<file path="src/rtl/prim_asm_pkg.sv">
// ----------------------------------------------------------------------------
// Primitive assembler package
// Shared codes, sizes and the job control type for the primitive assembler.
// ----------------------------------------------------------------------------
package prim_asm_pkg;

  localparam int VID_BITS_DEFAULT = 16;
  localparam int QUEUE_DEPTH      = 4;
  localparam int JOB_VERTS        = 6;

  localparam logic [1:0] OP_BEGIN  = 2'd0;
  localparam logic [1:0] OP_VERTEX = 2'd1;
  localparam logic [1:0] OP_END    = 2'd2;

  localparam logic [3:0] MODE_POINTS     = 4'd0;
  localparam logic [3:0] MODE_LINES      = 4'd1;
  localparam logic [3:0] MODE_LINE_LOOP  = 4'd2;
  localparam logic [3:0] MODE_LINE_STRIP = 4'd3;
  localparam logic [3:0] MODE_TRIANGLES  = 4'd4;
  localparam logic [3:0] MODE_TRI_STRIP  = 4'd5;
  localparam logic [3:0] MODE_TRI_FAN    = 4'd6;
  localparam logic [3:0] MODE_QUADS      = 4'd7;
  localparam logic [3:0] MODE_QUAD_STRIP = 4'd8;
  localparam logic [3:0] MODE_POLYGON    = 4'd9;

  localparam logic [1:0] KIND_NONE  = 2'd0;
  localparam logic [1:0] KIND_POINT = 2'd1;
  localparam logic [1:0] KIND_LINE  = 2'd2;
  localparam logic [1:0] KIND_TRI   = 2'd3;

  localparam logic [1:0] ERR_NONE    = 2'd0;
  localparam logic [1:0] ERR_INV_OP  = 2'd1;
  localparam logic [1:0] ERR_INV_MODE = 2'd2;

  localparam logic [3:0] PHASE_LAST = 4'd11;

  typedef struct packed {
    logic       two;
    logic [1:0] kind;
    logic [1:0] err;
  } job_ctrl_t;

  localparam int JOB_CTRL_BITS = $bits(job_ctrl_t);

endpackage

</file>
<file path="src/rtl/prim_asm_fifo.sv">
// ----------------------------------------------------------------------------
// Primitive assembler job queue
// A short first-in first-out queue of jobs between the front and the back.
// ----------------------------------------------------------------------------
module prim_asm_fifo #(
  parameter int WIDTH = 8,
  parameter int DEPTH = 4
) (
  input  logic             clk,
  input  logic             rst,
  input  logic             push_valid,
  output logic             push_ready,
  input  logic [WIDTH-1:0] push_data,
  output logic             pop_valid,
  input  logic             pop_ready,
  output logic [WIDTH-1:0] pop_data
);

  localparam int PTR_BITS = (DEPTH > 1) ? $clog2(DEPTH) : 1;
  localparam int CNT_BITS = $clog2(DEPTH + 1);
  localparam logic [PTR_BITS-1:0] PTR_LAST = PTR_BITS'(DEPTH - 1);
  localparam logic [CNT_BITS-1:0] CNT_FULL = CNT_BITS'(DEPTH);

  logic [WIDTH-1:0]    store [DEPTH];
  logic [PTR_BITS-1:0] wr_ptr;
  logic [PTR_BITS-1:0] rd_ptr;
  logic [CNT_BITS-1:0] count;
  logic                do_push;
  logic                do_pop;

  assign push_ready = (count != CNT_FULL);
  assign pop_valid  = (count != '0);
  assign pop_data   = store[rd_ptr];
  assign do_push    = push_valid && push_ready;
  assign do_pop     = pop_valid && pop_ready;

  always_ff @(posedge clk) begin
    if (do_push) begin
      store[wr_ptr] <= push_data;
    end
  end

  always_ff @(posedge clk) begin
    if (rst) begin
      wr_ptr <= '0;
      rd_ptr <= '0;
      count  <= '0;
    end else begin
      if (do_push) begin
        wr_ptr <= (wr_ptr == PTR_LAST) ? '0 : wr_ptr + 1'b1;
      end
      if (do_pop) begin
        rd_ptr <= (rd_ptr == PTR_LAST) ? '0 : rd_ptr + 1'b1;
      end
      if (do_push && !do_pop) begin
        count <= count + 1'b1;
      end else if (do_pop && !do_push) begin
        count <= count - 1'b1;
      end
    end
  end

endmodule

</file>
<file path="src/rtl/prim_asm_front.sv">
// ----------------------------------------------------------------------------
// Primitive assembler front end
// Accepts begin, vertex and end transactions, tracks the batch state and the
// vertex window, and forms a job of up to two results for the queue.
// ----------------------------------------------------------------------------
module prim_asm_front
  import prim_asm_pkg::*;
#(
  parameter int VERTEX_ID_BITS = VID_BITS_DEFAULT
) (
  input  logic                            clk,
  input  logic                            rst,
  input  logic                            in_valid,
  output logic                            in_ready,
  input  logic [1:0]                      op,
  input  logic [3:0]                      mode,
  input  logic [VERTEX_ID_BITS-1:0]       vertex_id,
  output logic                            job_valid,
  input  logic                            job_ready,
  output job_ctrl_t                       job_ctrl,
  output logic [JOB_VERTS*VERTEX_ID_BITS-1:0] job_verts
);

  typedef logic [VERTEX_ID_BITS-1:0] vid_t;

  function automatic logic [1:0] mod3(input logic [3:0] p);
    logic [1:0] r;
    case (p)
      4'd0, 4'd3, 4'd6, 4'd9:   r = 2'd0;
      4'd1, 4'd4, 4'd7, 4'd10:  r = 2'd1;
      4'd2, 4'd5, 4'd8, 4'd11:  r = 2'd2;
      default:                  r = 2'd0;
    endcase
    return r;
  endfunction

  logic       batch_active;
  logic [3:0] batch_mode;
  logic [3:0] vertex_phase;
  logic       seen_two;
  logic       winding_parity;
  vid_t       recent [4];
  vid_t       hub_vertex;

  logic       batch_active_next;
  logic [3:0] batch_mode_next;
  logic [3:0] vertex_phase_next;
  logic       seen_two_next;
  logic       winding_parity_next;
  vid_t       recent_next [4];
  vid_t       hub_vertex_next;

  logic       has_result;
  logic       first;
  logic       second;
  logic       accept;
  vid_t       ra0, rb0, rc0, ra1, rb1, rc1;
  vid_t       t [4];

  assign in_ready  = job_ready;
  assign accept    = in_valid && in_ready;
  assign job_valid = in_valid && has_result;
  assign job_verts = {ra0, rb0, rc0, ra1, rb1, rc1};
  assign first     = (vertex_phase == 4'd0) && !seen_two;
  assign second    = (vertex_phase == 4'd1) && !seen_two;

  always_comb begin
    batch_active_next   = batch_active;
    batch_mode_next     = batch_mode;
    vertex_phase_next   = vertex_phase;
    seen_two_next       = seen_two;
    winding_parity_next = winding_parity;
    hub_vertex_next     = hub_vertex;
    for (int i = 0; i < 4; i++) begin
      t[i] = recent[i];
    end
    has_result    = 1'b0;
    job_ctrl.two  = 1'b0;
    job_ctrl.kind = KIND_NONE;
    job_ctrl.err  = ERR_NONE;
    ra0 = '0; rb0 = '0; rc0 = '0;
    ra1 = '0; rb1 = '0; rc1 = '0;

    case (op)
      OP_BEGIN: begin
        if (batch_active) begin
          has_result   = 1'b1;
          job_ctrl.err = ERR_INV_OP;
        end else if (mode > MODE_POLYGON) begin
          has_result   = 1'b1;
          job_ctrl.err = ERR_INV_MODE;
        end else begin
          batch_active_next   = 1'b1;
          batch_mode_next     = mode;
          vertex_phase_next   = '0;
          seen_two_next       = 1'b0;
          winding_parity_next = 1'b0;
        end
      end
      OP_VERTEX: begin
        if (!batch_active) begin
          has_result   = 1'b1;
          job_ctrl.err = ERR_INV_OP;
        end else begin
          case (batch_mode)
            MODE_POINTS: begin
              has_result    = 1'b1;
              job_ctrl.kind = KIND_POINT;
              ra0           = vertex_id;
            end
            MODE_LINES: begin
              t[{1'b0, vertex_phase[0]}] = vertex_id;
              if (vertex_phase[0]) begin
                has_result    = 1'b1;
                job_ctrl.kind = KIND_LINE;
                ra0 = t[0];
                rb0 = t[1];
              end
            end
            MODE_LINE_LOOP, MODE_LINE_STRIP: begin
              if (first) begin
                if (batch_mode == MODE_LINE_LOOP) begin
                  hub_vertex_next = vertex_id;
                end
              end else begin
                has_result    = 1'b1;
                job_ctrl.kind = KIND_LINE;
                ra0 = recent[0];
                rb0 = vertex_id;
              end
              t[0] = vertex_id;
            end
            MODE_TRIANGLES: begin
              t[mod3(vertex_phase)] = vertex_id;
              if (mod3(vertex_phase) == 2'd2) begin
                has_result    = 1'b1;
                job_ctrl.kind = KIND_TRI;
                ra0 = t[0];
                rb0 = t[1];
                rc0 = t[2];
              end
            end
            MODE_TRI_STRIP: begin
              if (!seen_two) begin
                t[{1'b0, vertex_phase[0]}] = vertex_id;
              end else begin
                has_result    = 1'b1;
                job_ctrl.kind = KIND_TRI;
                ra0 = winding_parity ? recent[1] : recent[0];
                rb0 = winding_parity ? recent[0] : recent[1];
                rc0 = vertex_id;
                winding_parity_next = !winding_parity;
                t[0] = recent[1];
                t[1] = vertex_id;
              end
            end
            MODE_TRI_FAN, MODE_POLYGON: begin
              if (first) begin
                hub_vertex_next = vertex_id;
              end else if (second) begin
                t[0] = vertex_id;
              end else begin
                has_result    = 1'b1;
                job_ctrl.kind = KIND_TRI;
                ra0 = hub_vertex;
                rb0 = recent[0];
                rc0 = vertex_id;
                t[0] = vertex_id;
              end
            end
            MODE_QUADS: begin
              t[vertex_phase[1:0]] = vertex_id;
              if (vertex_phase[1:0] == 2'd3) begin
                has_result    = 1'b1;
                job_ctrl.two  = 1'b1;
                job_ctrl.kind = KIND_TRI;
                ra0 = t[0]; rb0 = t[1]; rc0 = t[2];
                ra1 = t[0]; rb1 = t[2]; rc1 = t[3];
              end
            end
            MODE_QUAD_STRIP: begin
              if (!seen_two) begin
                t[{1'b0, vertex_phase[0]}] = vertex_id;
              end else begin
                t[{1'b1, vertex_phase[0]}] = vertex_id;
                if (vertex_phase[0]) begin
                  has_result    = 1'b1;
                  job_ctrl.two  = 1'b1;
                  job_ctrl.kind = KIND_TRI;
                  ra0 = t[0]; rb0 = t[1]; rc0 = t[3];
                  ra1 = t[0]; rb1 = t[3]; rc1 = t[2];
                  t[0] = t[2];
                  t[1] = t[3];
                end
              end
            end
            default: begin
            end
          endcase
          if (!first) begin
            seen_two_next = 1'b1;
          end
          vertex_phase_next = (vertex_phase == PHASE_LAST) ? '0 : vertex_phase + 1'b1;
        end
      end
      OP_END: begin
        if (!batch_active) begin
          has_result   = 1'b1;
          job_ctrl.err = ERR_INV_OP;
        end else begin
          if ((batch_mode == MODE_LINE_LOOP) && seen_two) begin
            has_result    = 1'b1;
            job_ctrl.kind = KIND_LINE;
            ra0 = recent[0];
            rb0 = hub_vertex;
          end
          batch_active_next = 1'b0;
          vertex_phase_next = '0;
          seen_two_next     = 1'b0;
        end
      end
      default: begin
      end
    endcase

    for (int i = 0; i < 4; i++) begin
      recent_next[i] = t[i];
    end
  end

  always_ff @(posedge clk) begin
    if (rst) begin
      batch_active   <= 1'b0;
      batch_mode     <= '0;
      vertex_phase   <= '0;
      seen_two       <= 1'b0;
      winding_parity <= 1'b0;
    end else if (accept) begin
      batch_active   <= batch_active_next;
      batch_mode     <= batch_mode_next;
      vertex_phase   <= vertex_phase_next;
      seen_two       <= seen_two_next;
      winding_parity <= winding_parity_next;
    end
  end

  always_ff @(posedge clk) begin
    if (accept) begin
      for (int i = 0; i < 4; i++) begin
        recent[i] <= recent_next[i];
      end
      hub_vertex <= hub_vertex_next;
    end
  end

endmodule

</file>
<file path="src/rtl/prim_asm_back.sv">
// ----------------------------------------------------------------------------
// Primitive assembler back end
// Takes jobs from the queue and delivers their one or two results through
// an output register, marking the final result of each job.
// ----------------------------------------------------------------------------
module prim_asm_back
  import prim_asm_pkg::*;
#(
  parameter int VERTEX_ID_BITS = VID_BITS_DEFAULT
) (
  input  logic                                clk,
  input  logic                                rst,
  input  logic                                job_valid,
  output logic                                job_ready,
  input  job_ctrl_t                           job_ctrl,
  input  logic [JOB_VERTS*VERTEX_ID_BITS-1:0] job_verts,
  output logic                                out_valid,
  input  logic                                out_ready,
  output logic [1:0]                          prim_kind,
  output logic [VERTEX_ID_BITS-1:0]           vert_a,
  output logic [VERTEX_ID_BITS-1:0]           vert_b,
  output logic [VERTEX_ID_BITS-1:0]           vert_c,
  output logic [1:0]                          error_code,
  output logic                                last
);

  localparam int VB = VERTEX_ID_BITS;

  logic                         busy;
  logic                         sub;
  job_ctrl_t                    ctrl;
  logic [JOB_VERTS*VB-1:0]      verts;
  logic                         final_result;
  logic                         take;

  assign final_result = !ctrl.two || sub;
  assign take         = out_valid && out_ready;
  assign job_ready    = !busy || (take && final_result);

  assign out_valid  = busy;
  assign last       = final_result;
  assign prim_kind  = sub ? KIND_TRI : ctrl.kind;
  assign error_code = sub ? ERR_NONE : ctrl.err;
  assign vert_a     = sub ? verts[3*VB-1:2*VB] : verts[6*VB-1:5*VB];
  assign vert_b     = sub ? verts[2*VB-1:VB]   : verts[5*VB-1:4*VB];
  assign vert_c     = sub ? verts[VB-1:0]      : verts[4*VB-1:3*VB];

  always_ff @(posedge clk) begin
    if (rst) begin
      busy <= 1'b0;
      sub  <= 1'b0;
    end else if (job_valid && job_ready) begin
      busy <= 1'b1;
      sub  <= 1'b0;
    end else if (take) begin
      if (final_result) begin
        busy <= 1'b0;
        sub  <= 1'b0;
      end else begin
        sub <= 1'b1;
      end
    end
  end

  always_ff @(posedge clk) begin
    if (job_valid && job_ready) begin
      ctrl  <= job_ctrl;
      verts <= job_verts;
    end
  end

endmodule

</file>
<file path="src/rtl/primitive_assembler_core.sv">
// ----------------------------------------------------------------------------
// Primitive assembler core
// Assembles points, lines and triangles from begin, vertex and end
// transactions for the ten GL primitive modes.
//
//   Channel   Handshake              Fields
//   input     in_valid / in_ready    op, mode, vertex_id
//   output    out_valid / out_ready  prim_kind, vert_a, vert_b, vert_c,
//                                    error_code, last
//
// One input transaction is accepted per cycle while the job queue has room;
// the front end updates the batch state in that cycle and queues a job of
// up to two results. A result passes through the job queue and the back
// end's output register before it is presented; quads and quad strips
// deliver two results per job.
// Input stalls only when the four-entry job queue is full.
// Reset clears the batch state, the queue and the output register at once.
// ----------------------------------------------------------------------------
module primitive_assembler_core
  import prim_asm_pkg::*;
#(
  parameter int VERTEX_ID_BITS = VID_BITS_DEFAULT
) (
  input  logic                      clk,
  input  logic                      rst,
  input  logic                      in_valid,
  output logic                      in_ready,
  input  logic [1:0]                op,
  input  logic [3:0]                mode,
  input  logic [VERTEX_ID_BITS-1:0] vertex_id,
  output logic                      out_valid,
  input  logic                      out_ready,
  output logic [1:0]                prim_kind,
  output logic [VERTEX_ID_BITS-1:0] vert_a,
  output logic [VERTEX_ID_BITS-1:0] vert_b,
  output logic [VERTEX_ID_BITS-1:0] vert_c,
  output logic [1:0]                error_code,
  output logic                      last
);

  localparam int VERT_BITS = JOB_VERTS * VERTEX_ID_BITS;
  localparam int JOB_BITS  = JOB_CTRL_BITS + VERT_BITS;

  logic                 push_valid;
  logic                 push_ready;
  job_ctrl_t            push_ctrl;
  logic [VERT_BITS-1:0] push_verts;
  logic                 pop_valid;
  logic                 pop_ready;
  logic [JOB_BITS-1:0]  pop_data;
  job_ctrl_t            pop_ctrl;
  logic [VERT_BITS-1:0] pop_verts;

  assign pop_ctrl  = job_ctrl_t'(pop_data[JOB_BITS-1:VERT_BITS]);
  assign pop_verts = pop_data[VERT_BITS-1:0];

  prim_asm_front #(
    .VERTEX_ID_BITS(VERTEX_ID_BITS)
  ) u_front (
    .clk       (clk),
    .rst       (rst),
    .in_valid  (in_valid),
    .in_ready  (in_ready),
    .op        (op),
    .mode      (mode),
    .vertex_id (vertex_id),
    .job_valid (push_valid),
    .job_ready (push_ready),
    .job_ctrl  (push_ctrl),
    .job_verts (push_verts)
  );

  prim_asm_fifo #(
    .WIDTH(JOB_BITS),
    .DEPTH(QUEUE_DEPTH)
  ) u_queue (
    .clk        (clk),
    .rst        (rst),
    .push_valid (push_valid),
    .push_ready (push_ready),
    .push_data  ({push_ctrl, push_verts}),
    .pop_valid  (pop_valid),
    .pop_ready  (pop_ready),
    .pop_data   (pop_data)
  );

  prim_asm_back #(
    .VERTEX_ID_BITS(VERTEX_ID_BITS)
  ) u_back (
    .clk        (clk),
    .rst        (rst),
    .job_valid  (pop_valid),
    .job_ready  (pop_ready),
    .job_ctrl   (pop_ctrl),
    .job_verts  (pop_verts),
    .out_valid  (out_valid),
    .out_ready  (out_ready),
    .prim_kind  (prim_kind),
    .vert_a     (vert_a),
    .vert_b     (vert_b),
    .vert_c     (vert_c),
    .error_code (error_code),
    .last       (last)
  );

endmodule

</file>
<file path="config.mk">
export PLATFORM = sky130hd
export DESIGN_NAME = primitive_assembler_core
export DESIGN_NICKNAME = d
export VERILOG_FILES = /design/src/rtl/prim_asm_pkg.sv /design/src/rtl/prim_asm_fifo.sv /design/src/rtl/prim_asm_front.sv /design/src/rtl/prim_asm_back.sv /design/src/rtl/primitive_assembler_core.sv
export SDC_FILE = /design/constraint.sdc
export NUM_CORES = 1
export LEC_CHECK = 0
export BUFFER_PORTS_ARGS = -buffer_cell sky130_fd_sc_hd__buf_2
export CAP_MARGIN = 20
export CELL_PAD_IN_SITES_DETAIL_PLACEMENT = 1
export CELL_PAD_IN_SITES_GLOBAL_PLACEMENT = 1
export CORE_MARGIN = 5
export CORE_UTILIZATION = 58
export DETAILED_ROUTE_END_ITERATION = 8
export PLACE_DENSITY_LB_ADDON = 0.12
export SETUP_SLACK_MARGIN = 0.1
export SYNTH_ARGS = -nofsm -noshare
export SYNTH_HDL_FRONTEND = slang
export SYNTH_SLANG_ARGS = --single-unit
</file>
<file path="constraint.sdc">
create_clock -name clk -period 12.43 [get_ports clk]
set_input_delay 1.243 -clock clk [delete_from_list [all_inputs] [get_ports clk]]
set_output_delay 1.243 -clock clk [all_outputs]
set_load 0.02 [all_outputs]
</file>
==> results.sh, run 1 <==
export IMPL_outcome="finished clean"
export IMPL_cp_max_fo=54
export IMPL_peakVddDrop_uv=177
export IMPL_synth_ff_type="edfxtp_1"
export IMPL_synth_seq_area_share_pct=70.4
export IMPL_syn_area_um2=24900
export IMPL_grt_usage_pct=26.9
export IMPL_die_area_um2=47200
export IMPL_p_clk_share_pct=31.8
export IMPL_clock_skew_final_ps=21.3
export IMPL_comb_power_share_pct=20.7
export IMPL_hold_class="flip-flop to flip-flop"
export IMPL_endpoint_kind="flip-flop"
export IMPL_finalSetupViolations=0
export IMPL_async_flop_share_pct=0
export IMPL_fp_dieW_um=217
export IMPL_place_area_um2=25700
export IMPL_leakagePower_nw=8.55
export IMPL_firstDrtPassIters=7
export IMPL_hold_viol_final=0
export IMPL_max_slew_worst_pin_slew_ps=1090
export IMPL_cp_arrival_ps=5020
export IMPL_layout_commonest_cell="edfxtp_1"
export IMPL_critPathSlowestCell="buf_4"
export IMPL_area_growth_pct=11.1
export IMPL_netlist_cell_type_count=84
export IMPL_worstSetupPathType="input port to flip-flop"
export IMPL_synth_edf_count=569
export IMPL_antenna_found_initial=2
export IMPL_via_per_inst=6.71
export IMPL_routed_wirelength_mm=63.2
export IMPL_core_area_um2=42800
export IMPL_fmax_mhz=209
export IMPL_dpl_hpwl_mm=39.1
export IMPL_worst_setup_path_start_kind="input port"
export IMPL_cts_path_max_buffers=3
export IMPL_clk_pin_slew_ps=60
export IMPL_slew_viol_final=0
export IMPL_post_cts_buffers=0
export IMPL_finalCriticalPeriod_ps=4780
export IMPL_setup_tns_ps=0
export IMPL_seq_power_share_pct=47.6
export IMPL_yosys_warnings=0
export IMPL_overflow=0
export IMPL_cts_num_sinks=591
export IMPL_maxCapViolCount=0
export IMPL_min_path_cells=2
export IMPL_place_congestion=0.866
export IMPL_internal_power_mw=4.04
export IMPL_p_per_area_nw_per_um2=201
export IMPL_drt_iter0_drc=2102
export IMPL_root_buffer="clkbuf_16"
export IMPL_vias=14161
export IMPL_cp_slowest_stage_delay_ps=820
export IMPL_final_period_utilization_pct=38.4
export IMPL_cts_buffers=59
export IMPL_grt_pass1_vias=14948
export IMPL_drive_above_1_share_pct=24.7
export IMPL_io_buffers=80
export IMPL_syn_area_per_cell_um2=17.1
export IMPL_grt_max_degree=67
export IMPL_start_util_pct=58.2
export IMPL_io_pins=81
export IMPL_nNetsFinal=1556
export IMPL_routedWlPerCell_um=30.0
export IMPL_cts_tree="built"
export IMPL_switchingPower_mw=1.53
export IMPL_rows=76
export IMPL_n_fill_cell=3719
export IMPL_reg2reg_depth=8
export IMPL_syn_num_nets=1500
export IMPL_clock_latency_ps=630
export IMPL_die_h_um=217
export IMPL_grt_pass1_wl_mm=95.9
export IMPL_ant_nets=0
export IMPL_crit_required_ps=12670
export IMPL_cp_cell_sequence="buf_2, inv_1, ha_1, nor2_1, o211ai_1, nor3_1, a211oi_4, and2_4, buf_4"
export IMPL_netlist_instances=1457
export IMPL_maxSlewHeadroom_pct=27.6
export IMPL_htree_levels=2
export IMPL_cts_resized_gates=0
export IMPL_layout_cells_most_common_list="edfxtp_1 (569), mux4_2 (101), nor2_1 (98)"
export IMPL_p_sw_share_pct=27.4
export IMPL_ctsHoldBuffers=0
export IMPL_drc=0
export IMPL_ys_ff_latch=591
export IMPL_finalInstanceArea_um2=27700
export IMPL_rsz0062_at_grt="no"
## cell families (layout without fill, tap and decap cells)
kind of cell    count (synthesis)  in the layout  share of synthesized area, %
flops                         591            591                          70.4
compound gates                284            284                          8.74
simple gates                  236            236                          4.70
mux                           176            176                          12.5
buf+inv                       147            252                          2.59
fa+ha+maj                      18             18                         0.925
xor+xnor                        5              5                         0.176
other cells                     0              1                             0
## final timing paths
kind                                          endpoint                     from  slack [ps]
worst max-delay path              u_queue.store[1][45]                    op[1]        7650
worst min-delay path            u_front.winding_parity   u_front.winding_parity         510
worst max register to register    u_queue.store[1][45]  u_front.vertex_phase[0]        8090
worst min register to register  u_front.winding_parity   u_front.winding_parity         510
## registers in the layout, indices dropped and copies added, names as in the netlist, 2 cells and up, named ones only
signal                cells
u_queue.store           404
u_back.verts             96
u_front.recent           32
u_front.hub_vertex       16
u_back.ctrl               5
u_front.batch_mode        4
u_front.vertex_phase      4
u_queue.count             3
u_queue.rd_ptr            2
u_queue.wr_ptr            2
## worst max-delay path, delay by kind of cell
kind,cells,cell delay (ps)
AO/OA/AOI/OAI,2,1260
adder cells (fa/ha/maj),1,330
buffers and inverters,3,1000
AND/OR/NAND/NOR,3,1040
## metal layers
metal  wire (µm)  up-vias  track usage (%)
met5           0        -                0
met4        1610        0             7.16
met3        5130      133             5.45
met2       31900      719             44.8
met1       24600     7285             37.1
li1            -     6024                -
## stage by stage
step | instances | hold slack (ps) | setup slack, ps | power, mW | utilization, %
after CTS | 2106 | 499 | 7680 | 5.63 | 64.6
after global placement | 1995 | 476 | 7120 | 3.82 | 60.1
after global routing | 2109 | 523 | 7350 | 5.81 | 64.7
after detailed placement | 1996 | 488 | 7040 | 3.87 | 60.1
final | 2109 | 506 | 7650 | 5.57 | 64.7
after floorplan | 1457 | 459 | 4610 | 3.52 | -
## power groups by stage
| stage | Combinational (mW) | Clock (mW) | Sequential (mW) |
|---|---|---|---|
| after floorplan | 0.871 | 0 | 2.65 |
| after global placement | 1.15 | 0 | 2.67 |
| after detailed placement | 1.17 | 0 | 2.69 |
| after CTS | 1.18 | 1.80 | 2.66 |
| after global routing | 1.23 | 1.91 | 2.67 |
| final | 1.15 | 1.77 | 2.65 |
## area by class of cell
class,instances,area [µm²],area share [%]
sequential,591,17500,63.4
multi-input combinational,719,6780,24.5
clock buffer,72,1570,5.67
tap,546,683,2.47
timing repair buffer,107,612,2.21
clock inverter,38,352,1.27
inverter,35,131,0.475
antenna,1,2.50,0.00904
## cell usage after synthesis, drive strengths merged (5+ instances only)
| cell | n | area [µm²] |
|---|---|---|
| o31ai | 5 | 51.3 |
| nor3 | 7 | 35.0 |
| a222oi | 32 | 320 |
| nor2b | 7 | 43.8 |
| ha | 16 | 200 |
| a22o | 32 | 280 |
| a21oi | 52 | 275 |
| dfxtp | 22 | 440 |
| a211oi | 6 | 57.6 |
| inv | 35 | 131 |
| edfxtp | 569 | 17100 |
| nand3 | 8 | 40.0 |
| a221o | 33 | 330 |
| mux4 | 101 | 2270 |
| clkbuf | 63 | 238 |
| mux2i | 10 | 100 |
| nand2 | 61 | 229 |
| nor2 | 100 | 378 |
| mux2 | 65 | 732 |
| or2 | 6 | 37.5 |
| nor4 | 6 | 37.5 |
| buf | 49 | 275 |
| o21ai | 55 | 275 |
| a22oi | 34 | 255 |
| nor4b | 5 | 77.6 |
| and2 | 7 | 43.8 |
(Power assumes the default switching activity.)
==> inputs of run 2 (changes only) <==
--- a/config.mk
+++ b/config.mk
@@ -10,7 +10,7 @@
 export CELL_PAD_IN_SITES_DETAIL_PLACEMENT = 1
 export CELL_PAD_IN_SITES_GLOBAL_PLACEMENT = 1
 export CORE_MARGIN = 5
-export CORE_UTILIZATION = 58
+export CORE_UTILIZATION = 53
 export DETAILED_ROUTE_END_ITERATION = 8
 export PLACE_DENSITY_LB_ADDON = 0.12
 export SETUP_SLACK_MARGIN = 0.1
==> constraint.sdc (replaced) <==
create_clock -name clk -period 4.95 [get_ports clk]
set_input_delay 0.495 -clock clk [delete_from_list [all_inputs] [get_ports clk]]
set_output_delay 0.495 -clock clk [all_outputs]
set_load 0.02 [all_outputs]
==> run 2 against run 1 <==
Clock skew decreased by 4.8 ps. Routed wire length is 1.0% lower. Global-route usage is 2.3 points lower. Power grew to 2.5 times the previous value. Largest cell class unchanged.
==> results.sh, run 2 (synthesis gave the netlist of run 1 again) <==
export IMPL_maxCapViolCount=0
export IMPL_peakVddDrop_uv=381
export IMPL_fmax_mhz=266
export IMPL_cp_arrival_ps=4310
export IMPL_total_power_mw=13.9
export IMPL_final_period_utilization_pct=76.0
export IMPL_area_growth_pct=11.6
export IMPL_p_clk_share_pct=31.3
export IMPL_crit_family="flip-flops"
export IMPL_core_area_um2=46600
export IMPL_reg_largest_list="u_queue.store (404), u_back.verts (96), u_front.recent (32)"
export IMPL_drive_above_1_share_pct=24.8
export IMPL_finalInstanceArea_um2=27800
export IMPL_outcome="finished clean"
export IMPL_p_per_area_nw_per_um2=501
export IMPL_ant_nets=0
export IMPL_comb_power_share_pct=20.8
export IMPL_regMostFlops="u_queue.store"
export IMPL_critPathSlowestCell="dfxtp_1"
export IMPL_die_area_um2=51400
export IMPL_switchingPower_mw=3.79
export IMPL_clock_latency_ps=610
export IMPL_largest_reg_flops=404
export IMPL_layout_commonest_cell="edfxtp_1"
export IMPL_maxSlewHeadroom_pct=21.4
export IMPL_cts_path_max_buffers=3
export IMPL_via_per_inst=6.49
export IMPL_seq_power_share_pct=47.9
export IMPL_endpoint_kind="flip-flop"
export IMPL_regArea_um2=17500
export IMPL_io_pins=81
export IMPL_cts_buffers=58
export IMPL_dpl_hpwl_mm=38.7
export IMPL_crit_buf_inv=1
export IMPL_io_buffers=80
export IMPL_finalSetupViolations=0
export IMPL_reg2reg_depth=10
export IMPL_root_buffer="clkbuf_16"
export IMPL_leakagePower_nw=8.55
export IMPL_cts_resized_gates=0
export IMPL_grt_pass1_vias=14704
export IMPL_place_congestion=0.856
export IMPL_finalCriticalPeriod_ps=3760
export IMPL_worstSetupPathType="flip-flop to flip-flop"
export IMPL_multiInputGateArea_um2=6790
export IMPL_post_cts_buffers=0
export IMPL_cp_max_fo=25
export IMPL_drc=0
export IMPL_die_h_um=227
export IMPL_cp_cell_sequence="nand4b_1, o22a_1, and4_4, a211oi_4, ha_1, inv_1, fa_1, xor2_1, or3_1, a21oi_1"
export IMPL_overflow=0
export IMPL_grt_max_degree=102
export IMPL_min_to="u_front.batch_mode[1]"
export IMPL_hold_viol_final=0
export IMPL_clk_pin_slew_ps=60
export IMPL_whs_ps=145
export IMPL_cp_slowest_stage_delay_ps=950
export IMPL_slew_viol_final=0
export IMPL_p_sw_share_pct=27.2
export IMPL_rsz0062_at_grt="no"
export IMPL_worstReg2RegStart="u_front.batch_mode[1]"
export IMPL_start_util_pct=53.5
export IMPL_antenna_found_initial=3
export IMPL_max_slew_worst_pin_slew_ps=1180
export IMPL_hold_class="input port to flip-flop"
export IMPL_worstReg2RegEnd="u_queue.count[2]"
export IMPL_routed_wirelength_mm=62.5
export IMPL_firstDrtPassIters=9
export IMPL_rows=79
export IMPL_internal_power_mw=10.1
export IMPL_clock_skew_final_ps=16.4
export IMPL_setup_tns_ps=0
export IMPL_nNetsFinal=1558
export IMPL_cts_num_sinks=591
export IMPL_routedWlPerCell_um=28.9
export IMPL_fp_dieW_um=227
export IMPL_grt_pass1_wl_mm=94.9
export IMPL_grt_usage_pct=24.7
export IMPL_drt_iter0_drc=1612
export IMPL_worst_r2r_setup_slack_ps=1190
export IMPL_layout_cells_most_common_list="edfxtp_1 (569), mux4_2 (101), nor2_1 (98)"
export IMPL_place_area_um2=25900
export IMPL_n_fill_cell=4134
export IMPL_worst_setup_path_start_kind="flip-flop"
export IMPL_min_path_cells=3
export IMPL_ctsHoldBuffers=0
export IMPL_min_delay_start="mode[1]"
export IMPL_vias=14056
export IMPL_crit_required_ps=5500
export IMPL_cts_tree="built"
export IMPL_htree_levels=2
==> run 2: how the worst max path moves through the flow <==
| stage | from | to | slack, ps | cells after the start |
|---|---|---|---|---|
| floorplan | u_front.vertex_phase[0] | u_queue.store[1][0] | 230 | 9 |
| global placement | op[1] | u_queue.count[2] | 1050 | 13 |
| detailed placement | op[1] | u_queue.count[2] | 950 | 13 |
| CTS | u_front.batch_mode[1] | u_queue.count[2] | 1230 | 10 |
| global route | u_front.batch_mode[1] | u_queue.count[2] | 980 | 10 |
| finish | u_front.batch_mode[1] | u_queue.count[2] | 1190 | 10 |
==> run 2: tightest hold or removal path, stage by stage <==
cell and delay (ps):
buf_2 100, mux2i_1 60, nor2_1 70
==> run 2: final cells by class <==
cell class              count  area share [%]
inverters                  35           0.473
diodes                      1         0.00900
flip-flops and latches    591            63.1
clock inverters            33            1.22
clock buffers              70            5.46
well taps                 607            2.73
repair buffers            110            2.60
multi-input cells         719            24.4
==> run 2: stage by stage <==
step,setup slack [ps],cells,utilization (%)
2_1_floorplan,229,1457,-
3_3_place_gp,1050,2061,55.7
3_5_place_dp,948,2062,55.7
4_1_cts,1230,2165,59.7
5_1_grt,977,2165,59.7
6_report,1190,2166,59.7
==> run 2: routing by layer <==
layer  vias to the layer above  share of wire [%]  wire length [µm]  GRT usage (%)
met2                       584                 49             30600           39.8
met1                      7314                 41             25800           34.9
met4                         4                2.6              1660           7.30
li1                       6030                  -                 -              -
met5                         -              0.043                27              0
met3                       124                7.1              4420           4.56
==> run 2: power groups by stage <==
stage / logic (mW) / clock network, mW / registers, mW
floorplan: 2.19 / 0 / 6.58
global placement: 2.92 / 0 / 6.73
detailed placement: 2.98 / 0 / 6.79
CTS: 2.99 / 4.44 / 6.69
global route: 3.12 / 4.67 / 6.74
finish: 2.90 / 4.36 / 6.67
